--- src/rtl/ppid_pkg.sv ---
`timescale 1ns / 1ps
`default_nettype none

package ppid_pkg;

    // Widths of the fixed fields on the ports
    localparam int FIELD_W    = 32;
    localparam int LIMIT_W    = 31;
    localparam int CFG_IDX_W  = 3;
    localparam int CFG_DATA_W = 32;

    // Configuration register indexes
    localparam logic [CFG_IDX_W-1:0] CFG_PROP_GAIN   = 3'd0;
    localparam logic [CFG_IDX_W-1:0] CFG_INTEG_GAIN  = 3'd1;
    localparam logic [CFG_IDX_W-1:0] CFG_DERIV_GAIN  = 3'd2;
    localparam logic [CFG_IDX_W-1:0] CFG_DEAD_BAND   = 3'd3;
    localparam logic [CFG_IDX_W-1:0] CFG_INTEG_LIMIT = 3'd4;
    localparam logic [CFG_IDX_W-1:0] CFG_STEP_LIMIT  = 3'd5;
    localparam logic [CFG_IDX_W-1:0] CFG_OUT_LIMIT   = 3'd6;

    // Input beat: target and feedback
    typedef struct packed {
        logic signed [FIELD_W-1:0] set_point;
        logic signed [FIELD_W-1:0] measured;
    } t_in_beat;

    // Output beat: new drive and dead band flag
    typedef struct packed {
        logic signed [FIELD_W-1:0] drive;
        logic                      in_dead_band;
    } t_out_beat;

    // Step sequencer states
    typedef enum logic [3:0] {
        S_IDLE,
        S_ERR,
        S_BAND,
        S_PSTART,
        S_PWAIT,
        S_SUM1,
        S_SUM2,
        S_ISTART,
        S_IWAIT,
        S_DIFF,
        S_DSTART,
        S_DWAIT,
        S_STEP,
        S_CLAMP,
        S_DONE
    } t_state;

endpackage

`default_nettype wire

--- src/rtl/ppid_mul.sv ---
`timescale 1ns / 1ps
`default_nettype none

// Shared fixed point multiplier: coefficient times operand, floored by
// FRAC_BITS and saturated. The operand is split into two halves that go
// through one narrow multiplier in consecutive cycles.
module ppid_mul #(
    parameter int DATA_WIDTH = 32,
    parameter int FRAC_BITS  = 16
) (
    input  wire logic                                     i_clk,
    input  wire logic                                     i_rst_n,
    input  wire logic                                     i_start,
    input  wire logic signed [ppid_pkg::FIELD_W-1:0]      i_coef,
    input  wire logic signed [DATA_WIDTH-1:0]             i_opnd,
    output logic                                          o_done,
    output logic signed [DATA_WIDTH-1:0]                  o_result
);

    localparam int LO  = (DATA_WIDTH + 1) / 2;
    localparam int PW  = ppid_pkg::FIELD_W + DATA_WIDTH;
    localparam int PPW = ppid_pkg::FIELD_W + LO + 1;

    localparam logic signed [DATA_WIDTH-1:0] SMAX = {1'b0, {(DATA_WIDTH-1){1'b1}}};
    localparam logic signed [DATA_WIDTH-1:0] SMIN = {1'b1, {(DATA_WIDTH-1){1'b0}}};

    logic signed [ppid_pkg::FIELD_W-1:0] r_coef;
    logic signed [DATA_WIDTH-1:0]        r_opnd;
    logic [3:0]                          r_stage;
    logic signed [PPW-1:0]               r_pp;
    logic signed [PW-1:0]                r_acc;
    logic                                r_done;
    logic signed [DATA_WIDTH-1:0]        r_result;

    logic signed [LO:0]       w_lo_b;
    logic signed [LO:0]       w_hi_b;
    logic signed [LO:0]       w_mul_b;
    logic signed [PPW-1:0]    w_pp;
    logic signed [PW-1:0]     w_q;
    logic                     w_ovf;
    logic signed [DATA_WIDTH-1:0] w_sat;

    // Pick the operand half and multiply
    assign w_lo_b  = $signed({1'b0, r_opnd[LO-1:0]});
    assign w_hi_b  = (LO+1)'($signed(r_opnd[DATA_WIDTH-1:LO]));
    assign w_mul_b = r_stage[0] ? w_lo_b : w_hi_b;
    assign w_pp    = r_coef * w_mul_b;

    // Floor the fraction and saturate to the data range
    assign w_q   = r_acc >>> FRAC_BITS;
    assign w_ovf = (w_q[PW-1:DATA_WIDTH-1] != {(PW-DATA_WIDTH+1){w_q[DATA_WIDTH-1]}});
    assign w_sat = w_ovf ? (w_q[PW-1] ? SMIN : SMAX) : w_q[DATA_WIDTH-1:0];

    // Advance the stage marks
    always_ff @(posedge i_clk) begin
        if (!i_rst_n) begin
            r_stage <= '0;
            r_done  <= 1'b0;
        end else begin
            r_stage <= {r_stage[2:0], i_start};
            r_done  <= r_stage[3];
        end
    end

    // Latch operands, form partial products, accumulate, floor and saturate
    always_ff @(posedge i_clk) begin
        if (i_start) begin
            r_coef <= i_coef;
            r_opnd <= i_opnd;
        end
        if (r_stage[0]) begin
            r_pp <= w_pp;
        end
        if (r_stage[1]) begin
            r_acc <= PW'(r_pp);
            r_pp  <= w_pp;
        end
        if (r_stage[2]) begin
            r_acc <= r_acc + (PW'(r_pp) <<< LO);
        end
        if (r_stage[3]) begin
            r_result <= w_sat;
        end
    end

    assign o_done   = r_done;
    assign o_result = r_result;

endmodule

`default_nettype wire

--- src/rtl/positional_pid_step_top.sv ---
`timescale 1ns / 1ps
`default_nettype none

// Channel   Direction  Handshake                  Beat
// in        input      i_in_valid / o_in_stall    ppid_pkg::t_in_beat
// out       output     o_out_valid / i_out_stall  ppid_pkg::t_out_beat
// cfg       input      i_cfg_we (write only)      i_cfg_idx, i_cfg_data
//
// An item whose error lies outside the dead band makes three passes through the
// shared multiplier before the next accept; one inside the dead band makes none.
// A new item is accepted only once the last result has entered the output register.
// Reset is synchronous, active low, and clears gains, limits and history.
// A result waits in the output register while the out channel stalls; the
// sequencer holds in its last state until the register frees.
module positional_pid_step_top #(
    parameter int DATA_WIDTH = 32,
    parameter int FRAC_BITS  = 16
) (
    input  wire logic                                  i_clk,
    input  wire logic                                  i_rst_n,
    input  wire logic                                  i_in_valid,
    output logic                                       o_in_stall,
    input  wire ppid_pkg::t_in_beat                    i_in_beat,
    output logic                                       o_out_valid,
    input  wire logic                                  i_out_stall,
    output ppid_pkg::t_out_beat                        o_out_beat,
    input  wire logic                                  i_cfg_we,
    input  wire logic [ppid_pkg::CFG_IDX_W-1:0]        i_cfg_idx,
    input  wire logic [ppid_pkg::CFG_DATA_W-1:0]       i_cfg_data
);

    localparam int DW = DATA_WIDTH;
    localparam int WW = ((DATA_WIDTH > ppid_pkg::FIELD_W) ? DATA_WIDTH
                                                           : ppid_pkg::FIELD_W) + 2;
    localparam int FW = ppid_pkg::FIELD_W;
    localparam int LW = ppid_pkg::LIMIT_W;

    localparam logic signed [DW-1:0] SMAX = {1'b0, {(DW-1){1'b1}}};
    localparam logic signed [DW-1:0] SMIN = {1'b1, {(DW-1){1'b0}}};

    // Saturate a working value to the data range
    function automatic logic signed [DW-1:0] f_sat(input logic signed [WW-1:0] v);
        logic                   ovf;
        logic signed [DW-1:0]   res;
        ovf = (v[WW-1:DW-1] != {(WW-DW+1){v[DW-1]}});
        if (ovf) begin
            res = v[WW-1] ? SMIN : SMAX;
        end else begin
            res = v[DW-1:0];
        end
        return res;
    endfunction

    function automatic logic signed [WW-1:0] f_ext(input logic signed [DW-1:0] v);
        return WW'(v);
    endfunction

    function automatic logic signed [WW-1:0] f_lim(input logic [LW-1:0] v);
        return WW'({1'b0, v});
    endfunction

    function automatic logic signed [WW-1:0] f_abs(input logic signed [WW-1:0] v);
        return v[WW-1] ? -v : v;
    endfunction

    ppid_pkg::t_state r_state;
    ppid_pkg::t_state n_state;

    // Configuration
    logic signed [FW-1:0] r_prop_gain;
    logic signed [FW-1:0] r_integ_gain;
    logic signed [FW-1:0] r_deriv_gain;
    logic [LW-1:0]        r_dead_band;
    logic [LW-1:0]        r_integ_limit;
    logic [LW-1:0]        r_step_limit;
    logic [LW-1:0]        r_out_limit;

    // History
    logic signed [DW-1:0] r_prev_out;
    logic signed [DW-1:0] r_prev_err;
    logic signed [DW-1:0] r_sum;

    // Working registers
    logic signed [FW-1:0] r_sp;
    logic signed [FW-1:0] r_meas;
    logic signed [DW-1:0] r_err;
    logic signed [DW-1:0] r_p;
    logic signed [DW-1:0] r_tmp;
    logic signed [DW-1:0] r_o;
    logic signed [DW-1:0] r_res_drive;
    logic                 r_res_band;

    // Output register
    logic                 r_out_valid;
    ppid_pkg::t_out_beat  r_out_beat;

    logic                 w_in_acc;
    logic                 w_out_load;
    logic                 w_mul_start;
    logic signed [FW-1:0] w_mul_coef;
    logic signed [DW-1:0] w_mul_opnd;
    logic                 w_mul_done;
    logic signed [DW-1:0] w_mul_res;

    logic signed [WW-1:0] w_diff;
    logic                 w_in_band;
    logic signed [WW-1:0] w_sum_add;
    logic signed [WW-1:0] w_sum_clamp;
    logic signed [WW-1:0] w_delta;
    logic signed [WW-1:0] w_stepped;
    logic signed [WW-1:0] w_clamped;

    assign w_in_acc   = i_in_valid && (r_state == ppid_pkg::S_IDLE);
    assign w_out_load = (r_state == ppid_pkg::S_DONE) && (!r_out_valid || !i_out_stall);

    // Shared multiplier
    ppid_mul #(
        .DATA_WIDTH (DATA_WIDTH),
        .FRAC_BITS  (FRAC_BITS)
    ) u_mul (
        .i_clk    (i_clk),
        .i_rst_n  (i_rst_n),
        .i_start  (w_mul_start),
        .i_coef   (w_mul_coef),
        .i_opnd   (w_mul_opnd),
        .o_done   (w_mul_done),
        .o_result (w_mul_res)
    );

    // Hold the sequencer state
    always_ff @(posedge i_clk) begin
        if (!i_rst_n) begin
            r_state <= ppid_pkg::S_IDLE;
        end else begin
            r_state <= n_state;
        end
    end

    // Next state and multiplier requests
    always_comb begin
        n_state     = r_state;
        o_in_stall  = (r_state != ppid_pkg::S_IDLE);
        w_mul_start = 1'b0;
        w_mul_coef  = r_prop_gain;
        w_mul_opnd  = r_err;
        unique case (r_state)
            ppid_pkg::S_IDLE: begin
                if (w_in_acc) begin
                    n_state = ppid_pkg::S_ERR;
                end
            end
            ppid_pkg::S_ERR:    n_state = ppid_pkg::S_BAND;
            ppid_pkg::S_BAND: begin
                n_state = w_in_band ? ppid_pkg::S_DONE : ppid_pkg::S_PSTART;
            end
            ppid_pkg::S_PSTART: begin
                w_mul_start = 1'b1;
                n_state     = ppid_pkg::S_PWAIT;
            end
            ppid_pkg::S_PWAIT: begin
                if (w_mul_done) begin
                    n_state = ppid_pkg::S_SUM1;
                end
            end
            ppid_pkg::S_SUM1:   n_state = ppid_pkg::S_SUM2;
            ppid_pkg::S_SUM2:   n_state = ppid_pkg::S_ISTART;
            ppid_pkg::S_ISTART: begin
                w_mul_start = 1'b1;
                w_mul_coef  = r_integ_gain;
                w_mul_opnd  = r_sum;
                n_state     = ppid_pkg::S_IWAIT;
            end
            ppid_pkg::S_IWAIT: begin
                if (w_mul_done) begin
                    n_state = ppid_pkg::S_DIFF;
                end
            end
            ppid_pkg::S_DIFF:   n_state = ppid_pkg::S_DSTART;
            ppid_pkg::S_DSTART: begin
                w_mul_start = 1'b1;
                w_mul_coef  = r_deriv_gain;
                w_mul_opnd  = r_tmp;
                n_state     = ppid_pkg::S_DWAIT;
            end
            ppid_pkg::S_DWAIT: begin
                if (w_mul_done) begin
                    n_state = ppid_pkg::S_STEP;
                end
            end
            ppid_pkg::S_STEP:   n_state = ppid_pkg::S_CLAMP;
            ppid_pkg::S_CLAMP:  n_state = ppid_pkg::S_DONE;
            ppid_pkg::S_DONE: begin
                if (w_out_load) begin
                    n_state = ppid_pkg::S_IDLE;
                end
            end
            default:            n_state = ppid_pkg::S_IDLE;
        endcase
    end

    // Arithmetic for each step
    always_comb begin
        w_diff    = f_ext(f_sat(WW'(r_sp) - WW'(r_meas)));
        w_in_band = f_abs(f_ext(r_err)) < f_lim(r_dead_band);

        w_sum_add = f_ext(r_sum) + f_ext(r_err);

        w_sum_clamp = f_ext(r_sum);
        if (w_sum_clamp > f_lim(r_integ_limit)) begin
            w_sum_clamp = f_lim(r_integ_limit);
        end
        if (w_sum_clamp < -f_lim(r_integ_limit)) begin
            w_sum_clamp = -f_lim(r_integ_limit);
        end

        w_delta = f_ext(r_o) - f_ext(r_prev_out);
        priority if (w_delta > f_lim(r_step_limit)) begin
            w_stepped = f_ext(r_prev_out) + f_lim(r_step_limit);
        end else if (w_delta < -f_lim(r_step_limit)) begin
            w_stepped = f_ext(r_prev_out) - f_lim(r_step_limit);
        end else begin
            w_stepped = f_ext(r_o);
        end

        w_clamped = f_ext(r_o);
        if (w_clamped > f_lim(r_out_limit)) begin
            w_clamped = f_lim(r_out_limit);
        end
        if (w_clamped < -f_lim(r_out_limit)) begin
            w_clamped = -f_lim(r_out_limit);
        end
    end

    // Write configuration registers
    always_ff @(posedge i_clk) begin
        if (!i_rst_n) begin
            r_prop_gain   <= '0;
            r_integ_gain  <= '0;
            r_deriv_gain  <= '0;
            r_dead_band   <= '0;
            r_integ_limit <= '0;
            r_step_limit  <= '0;
            r_out_limit   <= '0;
        end else if (i_cfg_we) begin
            unique case (i_cfg_idx)
                ppid_pkg::CFG_PROP_GAIN:   r_prop_gain   <= i_cfg_data;
                ppid_pkg::CFG_INTEG_GAIN:  r_integ_gain  <= i_cfg_data;
                ppid_pkg::CFG_DERIV_GAIN:  r_deriv_gain  <= i_cfg_data;
                ppid_pkg::CFG_DEAD_BAND:   r_dead_band   <= i_cfg_data[LW-1:0];
                ppid_pkg::CFG_INTEG_LIMIT: r_integ_limit <= i_cfg_data[LW-1:0];
                ppid_pkg::CFG_STEP_LIMIT:  r_step_limit  <= i_cfg_data[LW-1:0];
                ppid_pkg::CFG_OUT_LIMIT:   r_out_limit   <= i_cfg_data[LW-1:0];
                default: ;
            endcase
        end
    end

    // Update the controller history
    always_ff @(posedge i_clk) begin
        if (!i_rst_n) begin
            r_prev_out <= '0;
            r_prev_err <= '0;
            r_sum      <= '0;
        end else begin
            unique case (r_state)
                ppid_pkg::S_BAND: begin
                    if (w_in_band) begin
                        r_prev_out <= '0;
                        r_prev_err <= '0;
                    end
                end
                ppid_pkg::S_SUM1: begin
                    if (f_abs(f_ext(r_p)) < f_lim(r_out_limit)) begin
                        r_sum <= f_sat(w_sum_add);
                    end
                end
                ppid_pkg::S_SUM2:  r_sum <= f_sat(w_sum_clamp);
                ppid_pkg::S_CLAMP: begin
                    r_prev_err <= r_err;
                    r_prev_out <= f_sat(w_clamped);
                end
                default: ;
            endcase
        end
    end

    // Capture the input beat and step the working values
    always_ff @(posedge i_clk) begin
        if (w_in_acc) begin
            r_sp   <= i_in_beat.set_point;
            r_meas <= i_in_beat.measured;
        end
        unique case (r_state)
            ppid_pkg::S_ERR:  r_err <= w_diff[DW-1:0];
            ppid_pkg::S_BAND: begin
                r_res_drive <= '0;
                r_res_band  <= w_in_band;
            end
            ppid_pkg::S_PWAIT: begin
                if (w_mul_done) begin
                    r_p <= w_mul_res;
                end
            end
            ppid_pkg::S_IWAIT: begin
                if (w_mul_done) begin
                    r_o <= f_sat(f_ext(r_p) + f_ext(w_mul_res));
                end
            end
            ppid_pkg::S_DIFF:  r_tmp <= f_sat(f_ext(r_err) - f_ext(r_prev_err));
            ppid_pkg::S_DWAIT: begin
                if (w_mul_done) begin
                    r_o <= f_sat(f_ext(r_o) + f_ext(w_mul_res));
                end
            end
            ppid_pkg::S_STEP:  r_o <= f_sat(w_stepped);
            ppid_pkg::S_CLAMP: r_res_drive <= f_sat(w_clamped);
            default: ;
        endcase
    end

    // Load or drain the output register
    always_ff @(posedge i_clk) begin
        if (!i_rst_n) begin
            r_out_valid <= 1'b0;
        end else if (w_out_load) begin
            r_out_valid <= 1'b1;
        end else if (!i_out_stall) begin
            r_out_valid <= 1'b0;
        end
    end

    always_ff @(posedge i_clk) begin
        if (w_out_load) begin
            r_out_beat.drive        <= FW'(r_res_drive);
            r_out_beat.in_dead_band <= r_res_band;
        end
    end

    assign o_out_valid = r_out_valid;
    assign o_out_beat  = r_out_beat;

`ifndef SYNTHESIS
    a_mul_done_waiting: assert property (@(posedge i_clk) disable iff (!i_rst_n)
        w_mul_done |-> (r_state == ppid_pkg::S_PWAIT || r_state == ppid_pkg::S_IWAIT ||
                        r_state == ppid_pkg::S_DWAIT))
        else $error("multiplier finished outside a wait state");

    a_band_zero_drive: assert property (@(posedge i_clk) disable iff (!i_rst_n)
        (o_out_valid && o_out_beat.in_dead_band) |-> (o_out_beat.drive == '0))
        else $error("dead band beat carries a nonzero drive");

    a_accept_starts: assert property (@(posedge i_clk) disable iff (!i_rst_n)
        (i_in_valid && !o_in_stall) |=> (r_state == ppid_pkg::S_ERR))
        else $error("accepted beat did not start a step");

    a_load_sets_valid: assert property (@(posedge i_clk) disable iff (!i_rst_n)
        w_out_load |=> (o_out_valid && r_state == ppid_pkg::S_IDLE))
        else $error("finished step did not present a result");
`endif

endmodule

`default_nettype wire
--- config.mk ---
export PLATFORM = sky130hd
export DESIGN_NAME = positional_pid_step_top
export DESIGN_NICKNAME = d
export VERILOG_FILES = /design/src/rtl/ppid_pkg.sv /design/src/rtl/ppid_mul.sv /design/src/rtl/positional_pid_step_top.sv
export SDC_FILE = /design/constraint.sdc
export NUM_CORES = 2
export LEC_CHECK = 0
export BUFFER_PORTS_ARGS = -buffer_cell sky130_fd_sc_hd__buf_4
export CORE_MARGIN = 5
export CORE_UTILIZATION = 50
export DETAILED_ROUTE_END_ITERATION = 12
export GPL_TIMING_DRIVEN = 0
export PLACE_DENSITY_LB_ADDON = 0.1
export SLEW_MARGIN = 25
export SYNTH_ARGS = -nofsm -noshare
export SYNTH_HDL_FRONTEND = slang
export SYNTH_SLANG_ARGS = --single-unit
--- constraint.sdc ---
create_clock -name i_clk -period 8.6 [get_ports i_clk]
set_input_delay 1.29 -clock i_clk [delete_from_list [all_inputs] [get_ports i_clk]]
set_output_delay 1.29 -clock i_clk [all_outputs]
set_load 0.01 [all_outputs]
== After elaboration in Yosys (flattened, before gate mapping) ==
Cells that the tools add are included.

* Flip-flop bits (word level): 793
* Bits of input ports: 104
* Output and inout bits: 35
* Logic and storage cells: 170

* Add/sub/neg operators: 14
* $mul: 1
* Magnitude comparators: 8
* Equal/unequal tests: 38
* Muxes and demuxes: 52
* Reductions and logical operators: 27

{| class="wikitable"
|+ Operator list
! operator !! count
|-
| two-way mux 32 bit || 22
|-
| one-hot mux 32 bit (2 select lines) || 6
|-
| two-way mux 34 bit || 8
|-
| adder 32 x 32 -> 33 bit || 4
|-
| subtractor 32 x 32 -> 33 bit || 4
|-
| two-way mux 64 bit || 2
|-
| negation 31 -> 34 bit || 3
|-
| two-way mux 49 bit || 2
|-
| one-hot mux 32 bit (3 select lines) || 1
|-
| < comparator 34 x 32 -> 1 bit || 2
|-
| < comparator 34 bit || 2
|-
| negation 32 -> 34 bit || 2
|-
| adder 64 bit || 1
|-
| > comparator 32 bit || 2
|-
| one-hot mux 4 bit (15 select lines) || 1
|-
| multiplier 32 x 17 -> 49 bit || 1
|-
| < comparator 33 x 34 -> 1 bit || 1
|-
| > comparator 33 x 32 -> 1 bit || 1
|-
| != test 32 bit || 1
|-
| equality test 4 bit (second input constant) || 7
|-
| two-way mux 4 bit || 6
|-
| AND reduction 2 bit || 10
|-
| two-way mux 17 bit || 1
|-
| equality test 4 x 3 -> 1 bit (second input constant) || 4
|-
| other kinds (22) || 46
|}

== Depth between registers and ports, before layout ==
* Depth after elaboration: 7
* Mapped depth: 33
* Gate-level depth less buffers: 30

== Cells and area by module ==
A second synthesis with hierarchy kept.

* Cell total of the unflattened synthesis: 8310
* Area total of the unflattened synthesis: 73362.9 um^2

{| class="wikitable"
|+ Modules (own cells, without submodules)
! module !! instances !! cells an instance !! area each (um^2) !! seq. area each (um^2)
|-
| positional_pid_step_top || 1 || 5471 || 45104.5 || 14173.6
|-
| ppid_mul || 1 || 2839 || 28258.4 || 5895.7
|}

== Worst setup path before layout ==
Ideal clock, no wire load.

* Kind: flip-flop to flip-flop
* Start: register u_mul.r_stage[0]
* End: register u_mul.r_pp[47] (data pin)
* Library setup time: 0.258 ns
* Arrival time: 7.381 ns
* Data required time: 8.342 ns
* Slack: 0.962 ns
* Cell stages (with the launch flop): 29
* Cell sequence: dfxtp_1 > clkbuf_1 > mux2_2 > clkbuf_1 > and2_1 > fa_1 > inv_1 > fa_1 > fa_1 > fa_1 > inv_1 > fa_1 > inv_1 > fa_1 > inv_1 > ha_1 > a21o_1 > a21oi_1 > nor2b_1 > a311oi_1 > o31ai_1 > a21o_1 > a31oi_1 > a41o_1 > o41a_1 > a311oi_1 > o21ai_0 > a21oi_1 > xnor2_1

* Cells in the longest elaborated chain, start to end: 4

{| class="wikitable"
|+ Ends and longest elaborated chain
! item !! line !! source
|-
| from (decl) || ppid_mul.sv:29 || <nowiki>logic [3:0] r_stage;</nowiki>
|-
| from (signal assigned) || ppid_mul.sv:60 || <nowiki>r_stage <= {r_stage[2:0], i_start};</nowiki>
|-
| two-way mux 17 bit * || ppid_mul.sv:46 || <nowiki>assign w_mul_b = r_stage[0] ? w_lo_b : w_hi_b;</nowiki>
|-
| multiplier 32 x 17 -> 49 bit * || ppid_mul.sv:47 || <nowiki>assign w_pp = r_coef * w_mul_b;</nowiki>
|-
| named net u_mul.w_pp[47] || ppid_mul.sv:38 || <nowiki>logic signed [PPW-1:0] w_pp;</nowiki>
|-
| two-way mux 49 bit || ppid_mul.sv:71 || <nowiki>if (r_stage[0]) begin</nowiki>
|-
| two-way mux 49 bit * || ppid_mul.sv:74 || <nowiki>if (r_stage[1]) begin</nowiki>
|-
| to (signal assigned) || ppid_mul.sv:72 || <nowiki>r_pp <= w_pp;</nowiki>
|-
| to (signal assigned) || ppid_mul.sv:76 || <nowiki>r_pp <= w_pp;</nowiki>
|-
| to (decl) || ppid_mul.sv:30 || <nowiki>logic signed [PPW-1:0] r_pp;</nowiki>
|}

Mark *: on every way through the listed nets, which the timed path passes. The rest lies on a longest branch. The select of a mux whose other input is x is not followed.
A chain may end at the register's enable or synchronous reset.

== Worst setup path after layout ==
* Start: register u_mul.r_coef[25] (netlist name)
* End: register u_mul.r_pp[41] (data pin)

* Cells in the longest elaborated chain, start to end: 3

{| class="wikitable"
|+ Ends and longest elaborated chain
! item !! line !! source
|-
| from (decl) || ppid_mul.sv:27 || <nowiki>logic signed [ppid_pkg::FIELD_W-1:0] r_coef;</nowiki>
|-
| from (signal assigned) || ppid_mul.sv:68 || <nowiki>r_coef <= i_coef;</nowiki>
|-
| multiplier 32 x 17 -> 49 bit * || ppid_mul.sv:47 ||
|-
| named net u_mul.w_pp[41] || ppid_mul.sv:38 ||
|-
| two-way mux 49 bit || ppid_mul.sv:71 ||
|-
| two-way mux 49 bit * || ppid_mul.sv:74 ||
|}

Marked as above.

==> reports/metrics.yaml <==
worst_setup_path:
  r2r_end: "u_mul.r_pp[41]"
  cp.arrival_ps: 8780
  crit_family: "adder cells"
  path_cells: "clkbuf_1, nand2_1, fa_1, fa_1, inv_1, fa_1, fa_1, fa_1, inv_1, fa_1, inv_1, ha_1, nand4_1, nor2_4, nand2b_1, a311oi_2, o31ai_4, a21o_1, a31oi_1, a41o_1, o41a_1, a21o_1, a21oi_1, xnor2_1"
  crit_buf_inv: 4
  crit_top_cell: "fa_1"
  r2r-start: "u_mul.r_coef[25]"
  r2r_slack_ps: 200
  crit_slowest_cell: "edfxtp_1"
  ff2ff_path_depth: 24
  endpoint_kind: "flip-flop"
  critical_path_required_ps: 8980
  max_stage_delay_ps: 660
  critPathKind: "reg -> reg"
  worstPathMaxFanout: 10
  startpoint_type: "flip-flop"
yosys:
  seq_area_frac_synth_pct: 27.5
  synth.net_count: 9572
  ys.flop_type: "edfxtp_1"
  synth_edf_count: 451
  synth-xor-area-share_pct: 4.73
  ys.warnings.count: 0
  muxShareOfSynthArea_pct: 1.57
  async_flop_share_pct: 0
  synth_simple_gate_area_share_pct: 15.4
  avgSynthCellArea_um2: 8.82
  yosysUniqueCellTypes: 86
  syn_inst: 8267
  synth_compound_area_share_pct: 17.5
  synth_fa_ha_area_share_pct: 26.3
  synth_top_family_by_area: "adder cells"
  syn_area_um2: 72900
  synth_seq_cells: 777
global_route:
  grt_pass1_wl_mm: 367
  grt_overflow: 0
  grt_pass1_vias: 60231
  grt_usage_pct: 31.4
  antenna_found_initial: 9
  grt_max_degree: 57
die:
  initial_utilization_pct: 50.2
  die_w_um: 392
  floorplan.rows: 140
  die_area_um2: 154000
  ioPinCount: 139
  core_area_um2: 145000
  die_y_um: 392
min_path:
  hold_end: "o_out_beat[1]"
  min_from: "r_res_drive[0]"
  whs_path_depth: 0
  hold_path.class: "reg -> reg"
layout:
  multi_input_area_um2: 48000
  area_delta_synth_final_pct: 10.0
  drive_above_1_share_pct: 5.97
  fin_nets: 9819
  final_common_cell: "nand2_1"
  most-common-layout-cells: "nand2_1 (1098), inv_1 (1020), a21oi_1 (724)"
  fillCellCount: 13275
  register_area_um2: 20100
cts:
  clk_latency_ps: 750
  htree_levels: 3
  cts_inserted_buffers: 89
  cts.sinks: 777
  ctsLongestPathBuffers: 3
  clk_pin_slew_ps: 60
  cts_root_buffer: "clkbuf_16"
  cts_tree: "done"
  hold_buffers: 0
sta:
  post-route-period-util_pct: 97.7
  slew_viol_final: 0
  fmax_ghz: 0.119
  fin_skew_ps: 91.9
  rsz0062_at_grt: "false"
  setup_violations: 0
  hold_viol_final: 0
  worst_slew_pin_slew_ps: 1090
  timing.final.ws_setup_ps: 199
  relSlewSlack_pct: 27.6
  layout_min_cycle_time_ps: 8400
detailed_routing:
  via_count: 61454
  drt_iter0_markers: 5008
  drc_errors: 0
  wl_per_cell_um: 23.2
  ant_nets: 0
  viasPerCell: 5.84
  drt-pass1-iter-count: 6
  wirelength_mm: 244
place:
  io_buffers: 137
  pre_cts_ws_ps: -1350
  place_congestion: 0.969
  dp_hpwl_mm: 198
job:
  cap_viol_max_count: 0
run_status:
  status: "completed"
## worst max path at each step
| stage | endpoint | slack [ps] | cells after the start | startpoint |
|---|---|---|---|---|
| after floorplan | u_mul.r_pp[47] | 960 | 28 | u_mul.r_stage[0] |
| after global placement | r_o[27] | -1610 | 30 | r_o[1] |
| after detailed placement | u_mul.r_pp[47] | -1350 | 27 | u_mul.r_stage[0] |
| after CTS | u_mul.r_pp[47] | -50 | 28 | u_mul.r_stage[0] |
| after global routing | u_mul.r_pp[47] | 3 | 28 | u_mul.r_stage[0] |
| final | u_mul.r_pp[41] | 200 | 24 | u_mul.r_coef[25] |
## cell type report
cell class              count  area share [%]
plain buffers             340            1.75
diodes                      7          0.0218
clock buffers              98            2.83
clock inverters            69            1.10
inverters                1023            4.79
flip-flops and latches    777            25.0
well taps                1917            2.99
multi-input cells        6125            59.8
repair buffers            158            1.65
## state kept, by name, indices dropped and copies added (netlist names), 31 cells and up, named ones only
name	flops
u_mul.r_pp	49
u_mul.o_result	32
r_integ_limit	31
r_meas	32
r_dead_band	31
r_prev_out	32
r_res_drive	32
u_mul.r_coef	32
r_tmp	32
r_prev_err	32
r_sp	32
r_integ_gain	32
r_step_limit	31
u_mul.r_acc	48
r_sum	31
r_prop_gain	32
o_out_beat	33
r_p	32
r_deriv_gain	32
r_err	32
r_o	32
u_mul.r_opnd	32
r_out_limit	31
## layer usage
layer  up-vias  wire [um]  GRT usage (%)
li1      28905          -              -
met1     29804     103000           42.1
met2      2238     109000           50.1
met3       503      19000           5.67
met4         4      13000           13.9
met5         -         26              0
## through the flow
stage / setup TNS [ps] / hold WS [ps] / std cells / area [um^2] / utilization, %
after global placement: -70320 / 401 / 10321 / 76300 / 52.6
final: 0 / 418 / 10514 / 80200 / 55.2
after global routing: 0 / 423 / 10507 / 80200 / 55.2
after CTS: -49.7 / 418 / 10502 / 79900 / 55.0
after detailed placement: -25870 / 405 / 10336 / 76700 / 52.8
after floorplan: 0 / 400 / 8267 / 72900 / -
## synthesized netlist by cell type, drive strengths merged (93+ instances only)
master / number / area share [%]
inv: 1021 / 5.3
edfxtp: 451 / 19
nand2: 1098 / 5.7
a21oi: 730 / 5.0
o21ai: 328 / 2.3
a21o: 213 / 2.2
xnor2: 317 / 3.8
nor2: 384 / 2.0
o21a: 93 / 0.96
nor3: 100 / 0.69
nand3: 116 / 0.80
ha: 671 / 12
a22oi: 115 / 1.2
dfxtp: 326 / 9.0
and2: 199 / 1.7
fa: 530 / 15
nor2b: 157 / 1.3
clkbuf: 323 / 1.7
## cells by family (layout without fill, tap and decap cells)
family | count (synthesis) | after routing
and+or+nand+nor | 2409 | 2409
AOI/OAI and AO/OA | 1999 | 1999
buffers and inverters | 1365 | 1688
adders and majority gates | 1214 | 1214
DFF | 777 | 777
xor gates and xnor gates | 394 | 394
muxes | 109 | 109
other | 0 | 7
## repair_timing
item	CTS	global route
setup buffers	0	6
gates resized for setup	37	148
pin swaps	4	7
endpoints found under the setup margin	42	70
Power is left out: the tool's default activity adds up to more than one toggle a clock period on the data nets, which glitch-free logic cannot reach.
